`config.mk`:
```
export PLATFORM = sky130hd
export DESIGN_NAME = clipped_sprite_blit_alpha
export DESIGN_NICKNAME = d
export VERILOG_FILES = /design/src/rtl/core/csba_pkg.sv /design/src/rtl/core/csba_regs.sv /design/src/rtl/core/csba_scan.sv /design/src/rtl/core/csba_pipe.sv /design/src/rtl/core/clipped_sprite_blit_alpha.sv
export SDC_FILE = /design/constraint.sdc
export NUM_CORES = 1
export LEC_CHECK = 0
export ABC_CLOCK_PERIOD_IN_PS = 8250
export BUFFER_PORTS_ARGS = -buffer_cell sky130_fd_sc_hd__buf_2
export CORE_MARGIN = 2
export CORE_UTILIZATION = 50
export CTS_CLUSTER_SIZE = 16
export DETAILED_ROUTE_END_ITERATION = 16
export PLACE_DENSITY = 0.72
export SLEW_MARGIN = 20
export SYNTH_ARGS = -nofsm -noshare
export SYNTH_HDL_FRONTEND = slang
export SYNTH_SLANG_ARGS = --single-unit
```
`constraint.sdc`:
```
create_clock -name clk_i -period 8.25 [get_ports clk_i]
set_clock_uncertainty 0.15 [all_clocks]
set_input_delay 1.2375 -clock clk_i [delete_from_list [all_inputs] [get_ports clk_i]]
set_output_delay 1.2375 -clock clk_i [all_outputs]
set_load 0.02 [all_outputs]
```
`src/rtl/core/csba_pkg.sv`:
```
// Shared types and constants for the clipped sprite blitter.
// Used by every module of the block; no dependencies.
package csba_pkg;

  localparam int unsigned FRAME_COLS_DEF = 640;
  localparam int unsigned FRAME_ROWS_DEF = 480;

  localparam int unsigned PIX_W   = 16;
  localparam int unsigned ADDR_W  = 19;
  localparam int unsigned REG_W   = 11;
  localparam int unsigned CNT_W   = 10;
  localparam int unsigned COORD_W = 12;
  localparam int unsigned DIM_W   = 13;
  localparam int unsigned PADDR_W = 4;
  localparam int unsigned PDATA_W = 32;

  localparam logic [PIX_W-1:0] ALPHA_MASK = 16'hF000;

  typedef enum logic [1:0] {
    REG_POS_X         = 2'd0,
    REG_POS_Y         = 2'd1,
    REG_SPRITE_WIDTH  = 2'd2,
    REG_SPRITE_HEIGHT = 2'd3
  } reg_idx_e;

  typedef struct packed {
    logic [REG_W-1:0] pos_x;
    logic [REG_W-1:0] pos_y;
    logic [REG_W-1:0] sprite_width;
    logic [REG_W-1:0] sprite_height;
  } cfg_t;

  typedef struct packed {
    logic s1_valid;
    logic hit;
  } pipe_sts_t;

endpackage

```
`src/rtl/core/csba_regs.sv`:
```
// APB configuration registers: sprite position and size.
// Depends on csba_pkg.
module csba_regs (
  input  logic                          clk_i,
  input  logic                          rst_ni,
  input  logic                          psel,
  input  logic                          penable,
  input  logic                          pwrite,
  input  logic [csba_pkg::PADDR_W-1:0]  paddr,
  input  logic [csba_pkg::PDATA_W-1:0]  pwdata,
  output logic [csba_pkg::PDATA_W-1:0]  prdata,
  output logic                          pready,
  output csba_pkg::cfg_t                cfg_o
);
  import csba_pkg::*;

  cfg_t     cfg_q, cfg_d;
  reg_idx_e idx;
  logic     wr_en;

  assign idx    = reg_idx_e'(paddr[PADDR_W-1:2]);
  assign wr_en  = psel && penable && pwrite;
  assign pready = 1'b1;
  assign cfg_o  = cfg_q;

  always_comb begin
    cfg_d = cfg_q;
    if (wr_en) begin
      case (idx)
        REG_POS_X:         cfg_d.pos_x         = pwdata[REG_W-1:0];
        REG_POS_Y:         cfg_d.pos_y         = pwdata[REG_W-1:0];
        REG_SPRITE_WIDTH:  cfg_d.sprite_width  = pwdata[REG_W-1:0];
        REG_SPRITE_HEIGHT: cfg_d.sprite_height = pwdata[REG_W-1:0];
        default:           cfg_d = cfg_q;
      endcase
    end
  end

  always_comb begin
    case (idx)
      REG_POS_X:         prdata = PDATA_W'(cfg_q.pos_x);
      REG_POS_Y:         prdata = PDATA_W'(cfg_q.pos_y);
      REG_SPRITE_WIDTH:  prdata = PDATA_W'(cfg_q.sprite_width);
      REG_SPRITE_HEIGHT: prdata = PDATA_W'(cfg_q.sprite_height);
      default:           prdata = '0;
    endcase
  end

  always_ff @(posedge clk_i or negedge rst_ni) begin
    if (!rst_ni) begin
      cfg_q.pos_x         <= '0;
      cfg_q.pos_y         <= '0;
      cfg_q.sprite_width  <= REG_W'(1);
      cfg_q.sprite_height <= REG_W'(1);
    end else begin
      cfg_q <= cfg_d;
    end
  end

endmodule

```
`src/rtl/core/csba_scan.sv`:
```
// Column and row counters that follow the raster position inside the sprite.
// Depends on csba_pkg.
module csba_scan (
  input  logic                        clk_i,
  input  logic                        rst_ni,
  input  logic                        advance_i,
  input  csba_pkg::cfg_t              cfg_i,
  output logic [csba_pkg::CNT_W-1:0]  col_o,
  output logic [csba_pkg::CNT_W-1:0]  row_o
);
  import csba_pkg::*;

  logic [CNT_W-1:0] col_q, col_d, row_q, row_d;
  logic [REG_W-1:0] col_inc, row_inc;
  logic             col_wrap, row_wrap;

  assign col_inc  = REG_W'(col_q) + REG_W'(1);
  assign row_inc  = REG_W'(row_q) + REG_W'(1);
  assign col_wrap = (col_inc >= cfg_i.sprite_width)  || (&col_q);
  assign row_wrap = (row_inc >= cfg_i.sprite_height) || (&row_q);

  always_comb begin
    col_d = col_q;
    row_d = row_q;
    if (advance_i) begin
      if (col_wrap) begin
        col_d = '0;
        row_d = row_wrap ? '0 : row_inc[CNT_W-1:0];
      end else begin
        col_d = col_inc[CNT_W-1:0];
      end
    end
  end

  always_ff @(posedge clk_i or negedge rst_ni) begin
    if (!rst_ni) begin
      col_q <= '0;
      row_q <= '0;
    end else begin
      col_q <= col_d;
      row_q <= row_d;
    end
  end

  assign col_o = col_q;
  assign row_o = row_q;

endmodule

```
`src/rtl/core/csba_pipe.sv`:
```
// Input register and result register with the clip, alpha and address logic.
// Depends on csba_pkg.
module csba_pipe #(
  parameter int unsigned FRAME_COLS = csba_pkg::FRAME_COLS_DEF,
  parameter int unsigned FRAME_ROWS = csba_pkg::FRAME_ROWS_DEF
) (
  input  logic                         clk_i,
  input  logic                         rst_ni,
  input  logic                         in_valid_i,
  output logic                         in_stall_o,
  input  logic [csba_pkg::PIX_W-1:0]   pixel_i,
  input  csba_pkg::cfg_t               cfg_i,
  input  logic [csba_pkg::CNT_W-1:0]   col_i,
  input  logic [csba_pkg::CNT_W-1:0]   row_i,
  output logic                         accept_o,
  output logic                         out_valid_o,
  input  logic                         out_stall_i,
  output logic [csba_pkg::ADDR_W-1:0]  write_address_o,
  output logic [csba_pkg::PIX_W-1:0]   write_data_o,
  output csba_pkg::pipe_sts_t          sts_o
);
  import csba_pkg::*;

  localparam int unsigned PROD_W = COORD_W + DIM_W;
  localparam logic [DIM_W-1:0] COLS = DIM_W'(FRAME_COLS);
  localparam logic [DIM_W-1:0] ROWS = DIM_W'(FRAME_ROWS);

  logic               s1_vld_q, out_vld_q;
  logic [PIX_W-1:0]   s1_pix_q, out_data_q;
  logic [COORD_W-1:0] s1_fx_q, s1_fy_q;
  logic [ADDR_W-1:0]  out_addr_q;
  logic [COORD_W-1:0] fx_d, fy_d;
  logic               out_adv, s1_adv, hit, x_in, y_in;
  logic [PROD_W-1:0]  addr_full;

  assign out_adv    = !out_vld_q || !out_stall_i;
  assign s1_adv     = !s1_vld_q || out_adv;
  assign in_stall_o = !s1_adv;
  assign accept_o   = in_valid_i && s1_adv;

  assign fx_d = {cfg_i.pos_x[REG_W-1], cfg_i.pos_x} + COORD_W'(col_i);
  assign fy_d = {cfg_i.pos_y[REG_W-1], cfg_i.pos_y} + COORD_W'(row_i);

  assign x_in = !s1_fx_q[COORD_W-1] && (DIM_W'(s1_fx_q[COORD_W-2:0]) < COLS);
  assign y_in = !s1_fy_q[COORD_W-1] && (DIM_W'(s1_fy_q[COORD_W-2:0]) < ROWS);
  assign hit  = x_in && y_in && ((s1_pix_q & ALPHA_MASK) != '0);

  assign addr_full = PROD_W'(s1_fy_q[COORD_W-2:0]) * PROD_W'(COLS)
                   + PROD_W'(s1_fx_q[COORD_W-2:0]);

  always_ff @(posedge clk_i or negedge rst_ni) begin
    if (!rst_ni) begin
      s1_vld_q  <= 1'b0;
      out_vld_q <= 1'b0;
    end else begin
      if (s1_adv) begin
        s1_vld_q <= in_valid_i;
      end
      if (out_adv) begin
        out_vld_q <= s1_vld_q && hit;
      end
    end
  end

  always_ff @(posedge clk_i) begin
    if (accept_o) begin
      s1_pix_q <= pixel_i;
      s1_fx_q  <= fx_d;
      s1_fy_q  <= fy_d;
    end
    if (out_adv && s1_vld_q) begin
      out_addr_q <= addr_full[ADDR_W-1:0];
      out_data_q <= s1_pix_q;
    end
  end

  assign out_valid_o     = out_vld_q;
  assign write_address_o = out_addr_q;
  assign write_data_o    = out_data_q;
  assign sts_o.s1_valid  = s1_vld_q;
  assign sts_o.hit       = hit;

endmodule

```
`src/rtl/core/clipped_sprite_blit_alpha.sv`:
```
// Sprite blitter with frame clipping and an alpha key.
// Top level; depends on csba_pkg, csba_regs, csba_scan and csba_pipe.
//
// Usage:
//   Sprite pixels arrive on pixel_i in raster order under in_valid_i and
//   in_stall_o. Each accepted request is placed at frame column
//   pos_x + column and frame row pos_y + row; the position counters wrap at
//   the configured sprite width and height, capped at 1024. A pixel inside
//   the frame with a nonzero alpha nibble yields one frame write on
//   write_address_o and write_data_o under out_valid_o and out_stall_i; any
//   other pixel yields nothing.
//   Each accepted request passes through the input register and then the
//   result register, where a visible pixel is presented under out_valid_o.
//   Throughput: one request per cycle unless the receiver stalls, set by the
//   two register stages (input register, result register) with the multiply-add
//   between them. When the receiver stalls, the result register holds and the
//   input register still fills, so in_stall_o rises once both stages are full.
//   Reset clears both stages and the counters, sets the position to 0 and
//   the sprite size to 1x1. Write the APB registers only while idle.
module clipped_sprite_blit_alpha #(
  parameter int unsigned FRAME_COLS = csba_pkg::FRAME_COLS_DEF,
  parameter int unsigned FRAME_ROWS = csba_pkg::FRAME_ROWS_DEF
) (
  input  logic                         clk_i,
  input  logic                         rst_ni,
  input  logic                         psel,
  input  logic                         penable,
  input  logic                         pwrite,
  input  logic [csba_pkg::PADDR_W-1:0] paddr,
  input  logic [csba_pkg::PDATA_W-1:0] pwdata,
  output logic [csba_pkg::PDATA_W-1:0] prdata,
  output logic                         pready,
  input  logic                         in_valid_i,
  output logic                         in_stall_o,
  input  logic [csba_pkg::PIX_W-1:0]   pixel_i,
  output logic                         out_valid_o,
  input  logic                         out_stall_i,
  output logic [csba_pkg::ADDR_W-1:0]  write_address_o,
  output logic [csba_pkg::PIX_W-1:0]   write_data_o
);
  import csba_pkg::*;

  localparam longint unsigned FRAME_PIX = longint'(FRAME_COLS) * longint'(FRAME_ROWS);
  localparam bit ADDR_FITS = FRAME_PIX <= (64'd1 << ADDR_W);

  cfg_t             cfg;
  pipe_sts_t        sts;
  logic             accept;
  logic [CNT_W-1:0] col, row;

  csba_regs u_regs (
    .clk_i   (clk_i),
    .rst_ni  (rst_ni),
    .psel    (psel),
    .penable (penable),
    .pwrite  (pwrite),
    .paddr   (paddr),
    .pwdata  (pwdata),
    .prdata  (prdata),
    .pready  (pready),
    .cfg_o   (cfg)
  );

  csba_scan u_scan (
    .clk_i     (clk_i),
    .rst_ni    (rst_ni),
    .advance_i (accept),
    .cfg_i     (cfg),
    .col_o     (col),
    .row_o     (row)
  );

  csba_pipe #(
    .FRAME_COLS (FRAME_COLS),
    .FRAME_ROWS (FRAME_ROWS)
  ) u_pipe (
    .clk_i           (clk_i),
    .rst_ni          (rst_ni),
    .in_valid_i      (in_valid_i),
    .in_stall_o      (in_stall_o),
    .pixel_i         (pixel_i),
    .cfg_i           (cfg),
    .col_i           (col),
    .row_i           (row),
    .accept_o        (accept),
    .out_valid_o     (out_valid_o),
    .out_stall_i     (out_stall_i),
    .write_address_o (write_address_o),
    .write_data_o    (write_data_o),
    .sts_o           (sts)
  );

  a_alpha_nonzero: assert property (@(posedge clk_i) disable iff (!rst_ni)
    out_valid_o |-> ((write_data_o & ALPHA_MASK) != '0))
    else $error("frame write with zero alpha");

  a_addr_in_frame: assert property (@(posedge clk_i) disable iff (!rst_ni)
    (out_valid_o && ADDR_FITS) |-> (64'(write_address_o) < FRAME_PIX))
    else $error("frame write outside the frame");

  a_no_overrun: assert property (@(posedge clk_i) disable iff (!rst_ni)
    (sts.s1_valid && out_valid_o && out_stall_i) |-> in_stall_o)
    else $error("request accepted with both stages blocked");

  a_hit_lands: assert property (@(posedge clk_i) disable iff (!rst_ni)
    (sts.s1_valid && sts.hit && !(out_valid_o && out_stall_i)) |=> out_valid_o)
    else $error("visible pixel lost between stages");

endmodule
```
==> results.rst <==
.. list-table::
   :header-rows: 1

   * - Metric
     - Value
   * - Synthesized instance count
     - 630
   * - Summed instance area of the synthesized netlist
     - 7860 um^2
   * - Share of synthesized area occupied by flip-flops and latches
     - 0.497
   * - Overall power of the completed layout
     - slightly below 3 mW
   * - Part of the total power dissipated in combinational logic
     - 0.371
   * - Most used flip-flop cell after synthesis
     - sky130_fd_sc_hd__edfxtp_1
   * - Worst-case vdd ir drop
     - 181 uV
   * - Accumulated negative setup slack
     - 0 ns
   * - Net Sw Frac
     - 0.365
   * - Internal cell power
     - 1.84 mW
   * - Utilization of the core after routing
     - 0.590
   * - Area of placed instances
     - 8420 um^2
   * - P per Cell Area
     - 322 nW/um^2
   * - GP Congestion
     - 0.881
   * - Finished Cell Area
     - ~9000 um^2
   * - Relative max-transition margin
     - 0.418
   * - Start point of the worst min-delay path
     - u_pipe.s1_pix_q[1]$_DFFE_PP_
   * - IO Count
     - 129
   * - Data arrival at the endpoint of the critical path
     - roughly 2.4 ns
   * - Min cycle time layout
     - around 3.8 ns
   * - Antenna diode instance count
     - 0
   * - Wire length of the first global-routing pass
     - 25200 um
   * - Worst hold margin
     - 0.269 ns
   * - Non-filler cells in the finished layout
     - around 950
   * - Fraction of final layout cells sized beyond drive strength 1
     - 0.270
   * - Die Area
     - about 17000 um^2
   * - Number of filler instances in the final layout
     - around 1200
   * - Post-layout nets
     - 852
   * - Initial antenna violation count
     - 1
   * - Vias
     - a little over 5000
   * - Total iterations of the first detailed-routing run
     - 6
   * - Worst hold path cell count
     - 0
   * - Core footprint
     - ~15000 um^2
   * - Number of global-route vias before repair
     - 5104
   * - Die Span Y
     - 129 um
   * - Antenna Violating Nets Remaining
     - 0
   * - Crit path required time
     - 6.86 ns
   * - Clk pin slew, worst setup/hold paths
     - 0.06 ns
   * - Cts bufs inserted
     - 17
   * - Number of enable flip-flop cells after synthesis
     - 75
   * - Number of hold buffers added after cts
     - 0
   * - Initial DRC Count
     - 333
   * - # DRC
     - 0
   * - Worst setup slack after layout
     - 4.48 ns
   * - CTS tree
     - done
   * - Distinct cell type count after synthesis
     - 67
   * - Status
     - complete, no violations
   * - Top achievable clock speed
     - around 0.27 GHz
   * - Fraction of registers with async set or reset after synthesis
     - 0.468
   * - Internal reg-to-reg setup slack
     - 4.76 ns
   * - HPWL after detailed placement
     - 11700 um
   * - Floorplan row count
     - 45
   * - Area growth from synthesis to layout
     - 14.6%
   * - Maximum Capacitance Violations
     - 0
   * - CTS root buffer
     - sky130_fd_sc_hd__clkbuf_16
   * - Path depth of the worst reg2reg path
     - 11
   * - CP Class
     - input pin to output port
   * - GR Overflow Total
     - 0
   * - Port Buf Inserts
     - 83
   * - Hold violation total from the final report
     - 0
   * - Slew at the pin closest to its max-slew limit
     - 0.873 ns
   * - Worst setup slack before clock tree synthesis
     - 4.48 ns
   * - Instance count after placement with tap cells included
     - 916
   * - Lkg Pwr
     - 4.07 nW
   * - Portion of total power attributed to the clock network
     - 0.256
   * - Post-synthesis average cell area
     - 12.5 um^2
   * - Die width
     - 129 um
   * - Vias per cell
     - 5.44
   * - Post CTS Setup Buffer Count
     - 0
   * - Critical register-to-register path startpoint
     - u_scan.col_o[0]$_DFFE_PN0P_
   * - Buffers from clock root to sink, at most
     - 2
   * - R2r endpoint
     - u_scan.row_o[0]$_DFFE_PN0P_
   * - Count of H-tree levels built during CTS
     - 4
   * - Sink of the worst hold path
     - u_pipe.write_data_o[1]$_DFFE_PP_
   * - Number of pins exceeding their max-slew limit in the final report
     - 0
   * - Worst min-delay path category
     - flip-flop to flip-flop
   * - Gates resized, CTS repair
     - 0
   * - Critical path endpoint category
     - output port
   * - Maximum fanout count along the critical path
     - 15
   * - Starting utilization of the core area
     - 0.515
   * - WL per Instance
     - 16.9 um
   * - Worst Setup Start Kind
     - input pin
   * - Post-route clock period utilization
     - 0.457
   * - Maximum number of pins on one net before global-route repair
     - between 60 and 70
   * - Number of synthesized register bits
     - 141
   * - Clk sink count
     - 141
   * - Clock latency reported for the late side of the worst-skew pair
     - 0.43 ns
   * - Number of failing setup endpoints in the final timing report
     - 0
   * - Total wire length after detailed routing
     - roughly 16000 um
   * - Sequential fraction of design power
     - 0.374
   * - Switching power
     - approximately 1.1 mW
   * - RSZ-0062 raised after global routing
     - no
   * - Global Route Usage Sum
     - 0.198
   * - Total number of yosys warnings
     - 0
==> layer usage <==
metal,wire [um],track usage,vias up
met5,7,0,-
met4,415,0.0838,2
met3,718,0.0450,32
met2,7950,0.333,142
met1,6900,0.248,2525
li1,-,-,2457
==> Yosys cell counts, types with 9 or more instances <==
library cell | count | area share
sky130_fd_sc_hd__mux4_2 | 11 | 0.032
sky130_fd_sc_hd__nor3_1 | 12 | 0.0076
sky130_fd_sc_hd__ha_1 | 65 | 0.10
sky130_fd_sc_hd__xnor2_1 | 27 | 0.030
sky130_fd_sc_hd__inv_1 | 43 | 0.021
sky130_fd_sc_hd__xor2_1 | 20 | 0.022
sky130_fd_sc_hd__buf_4 | 22 | 0.021
sky130_fd_sc_hd__nand3_1 | 18 | 0.011
sky130_fd_sc_hd__o21ai_0 | 20 | 0.013
sky130_fd_sc_hd__nand2_1 | 39 | 0.019
sky130_fd_sc_hd__dfrtp_1 | 64 | 0.20
sky130_fd_sc_hd__a21oi_1 | 14 | 0.0089
sky130_fd_sc_hd__a22o_1 | 9 | 0.010
sky130_fd_sc_hd__edfxtp_1 | 75 | 0.29
sky130_fd_sc_hd__a21o_1 | 12 | 0.011
sky130_fd_sc_hd__nor2_1 | 22 | 0.011
sky130_fd_sc_hd__mux2_2 | 44 | 0.063
==> state kept, by name (all words and copies together) (netlist names) <==
| name | flops |
|---|---|
| u_pipe.write_data_o | 16 |
| u_scan.col_o | 10 |
| u_scan.row_o | 10 |
| u_pipe.s1_fx_q | 12 |
| u_pipe.s1_vld_q | 1 |
| u_pipe.out_valid_o | 1 |
| u_pipe.s1_pix_q | 16 |
| u_pipe.write_address_o | 19 |
| u_regs.cfg_o | 44 |
| u_pipe.s1_fy_q | 12 |
==> critical path, cell delays in order <==
cell and delay [ns]:
sky130_fd_sc_hd__buf_2 0.35, sky130_fd_sc_hd__mux4_2 0.60, sky130_fd_sc_hd__buf_2 0.18
==> layout by cell type, fill, tap and decap left out, types with 5 or more instances in the layout <==
cell type	count
sky130_fd_sc_hd__buf_2	83
sky130_fd_sc_hd__edfxtp_1	75
sky130_fd_sc_hd__ha_1	65
sky130_fd_sc_hd__dfrtp_1	64
sky130_fd_sc_hd__mux2_2	44
sky130_fd_sc_hd__inv_1	42
sky130_fd_sc_hd__nand2_1	39
sky130_fd_sc_hd__xnor2_1	27
sky130_fd_sc_hd__nor2_1	22
sky130_fd_sc_hd__conb_1	22
sky130_fd_sc_hd__o21ai_0	20
sky130_fd_sc_hd__xor2_1	20
sky130_fd_sc_hd__nand3_1	18
sky130_fd_sc_hd__clkbuf_16	17
sky130_fd_sc_hd__a21oi_1	14
sky130_fd_sc_hd__a21o_1	12
sky130_fd_sc_hd__nor3_1	12
sky130_fd_sc_hd__mux4_2	11
sky130_fd_sc_hd__a22o_1	9
sky130_fd_sc_hd__nand2b_1	8
sky130_fd_sc_hd__nor2b_1	8
sky130_fd_sc_hd__o211ai_1	6
sky130_fd_sc_hd__clkinv_4	5
sky130_fd_sc_hd__buf_4	5
==> kinds of logic (layout without fill, tap and decap cells) <==
logic type	Yosys count	count (layout)	synth area share
AND/OR/NAND/NOR	144	144	0.100
flip-flops	141	141	0.497
AO/OA/AOI/OAI	95	95	0.0895
buffers and inverters	76	163	0.0492
adder cells (fa/ha/maj)	69	69	0.114
multiplexers	55	55	0.0946
XOR/XNOR	48	48	0.0545
other	2	22	0.000956
==> how the worst max path moves through the flow <==
stage,from,endpoint,slack (ns)
after floorplan,paddr[2],prdata[0],4.76
after global placement,paddr[2],prdata[10],4.49
after detailed placement,paddr[2],prdata[8],4.48
after CTS,paddr[2],prdata[8],4.48
after global routing,paddr[2],prdata[8],4.41
final,paddr[2],prdata[4],4.48
==> cell type report <==
class / count / area, um^2 / area share
multi-input combinational: 433 / 3640 / 0.404
clock inverter: 15 / 153 / 0.0170
clock buffer: 17 / 425 / 0.0473
sequential: 141 / 3910 / 0.434
inverter: 43 / 161 / 0.0179
timing repair buffer: 88 / 453 / 0.0503
tap: 211 / 264 / 0.0293
==> power groups by stage <==
stage	registers [mW]	logic, mW	clock network, mW
3_3_place_gp	1.09	1.03	0
2_1_floorplan	1.12	0.771	0
6_report	1.08	1.07	0.742
3_5_place_dp	1.10	1.06	0
5_1_grt	1.10	1.20	0.775
4_1_cts	1.08	1.08	0.753
Power figures use the tool's default switching activity.
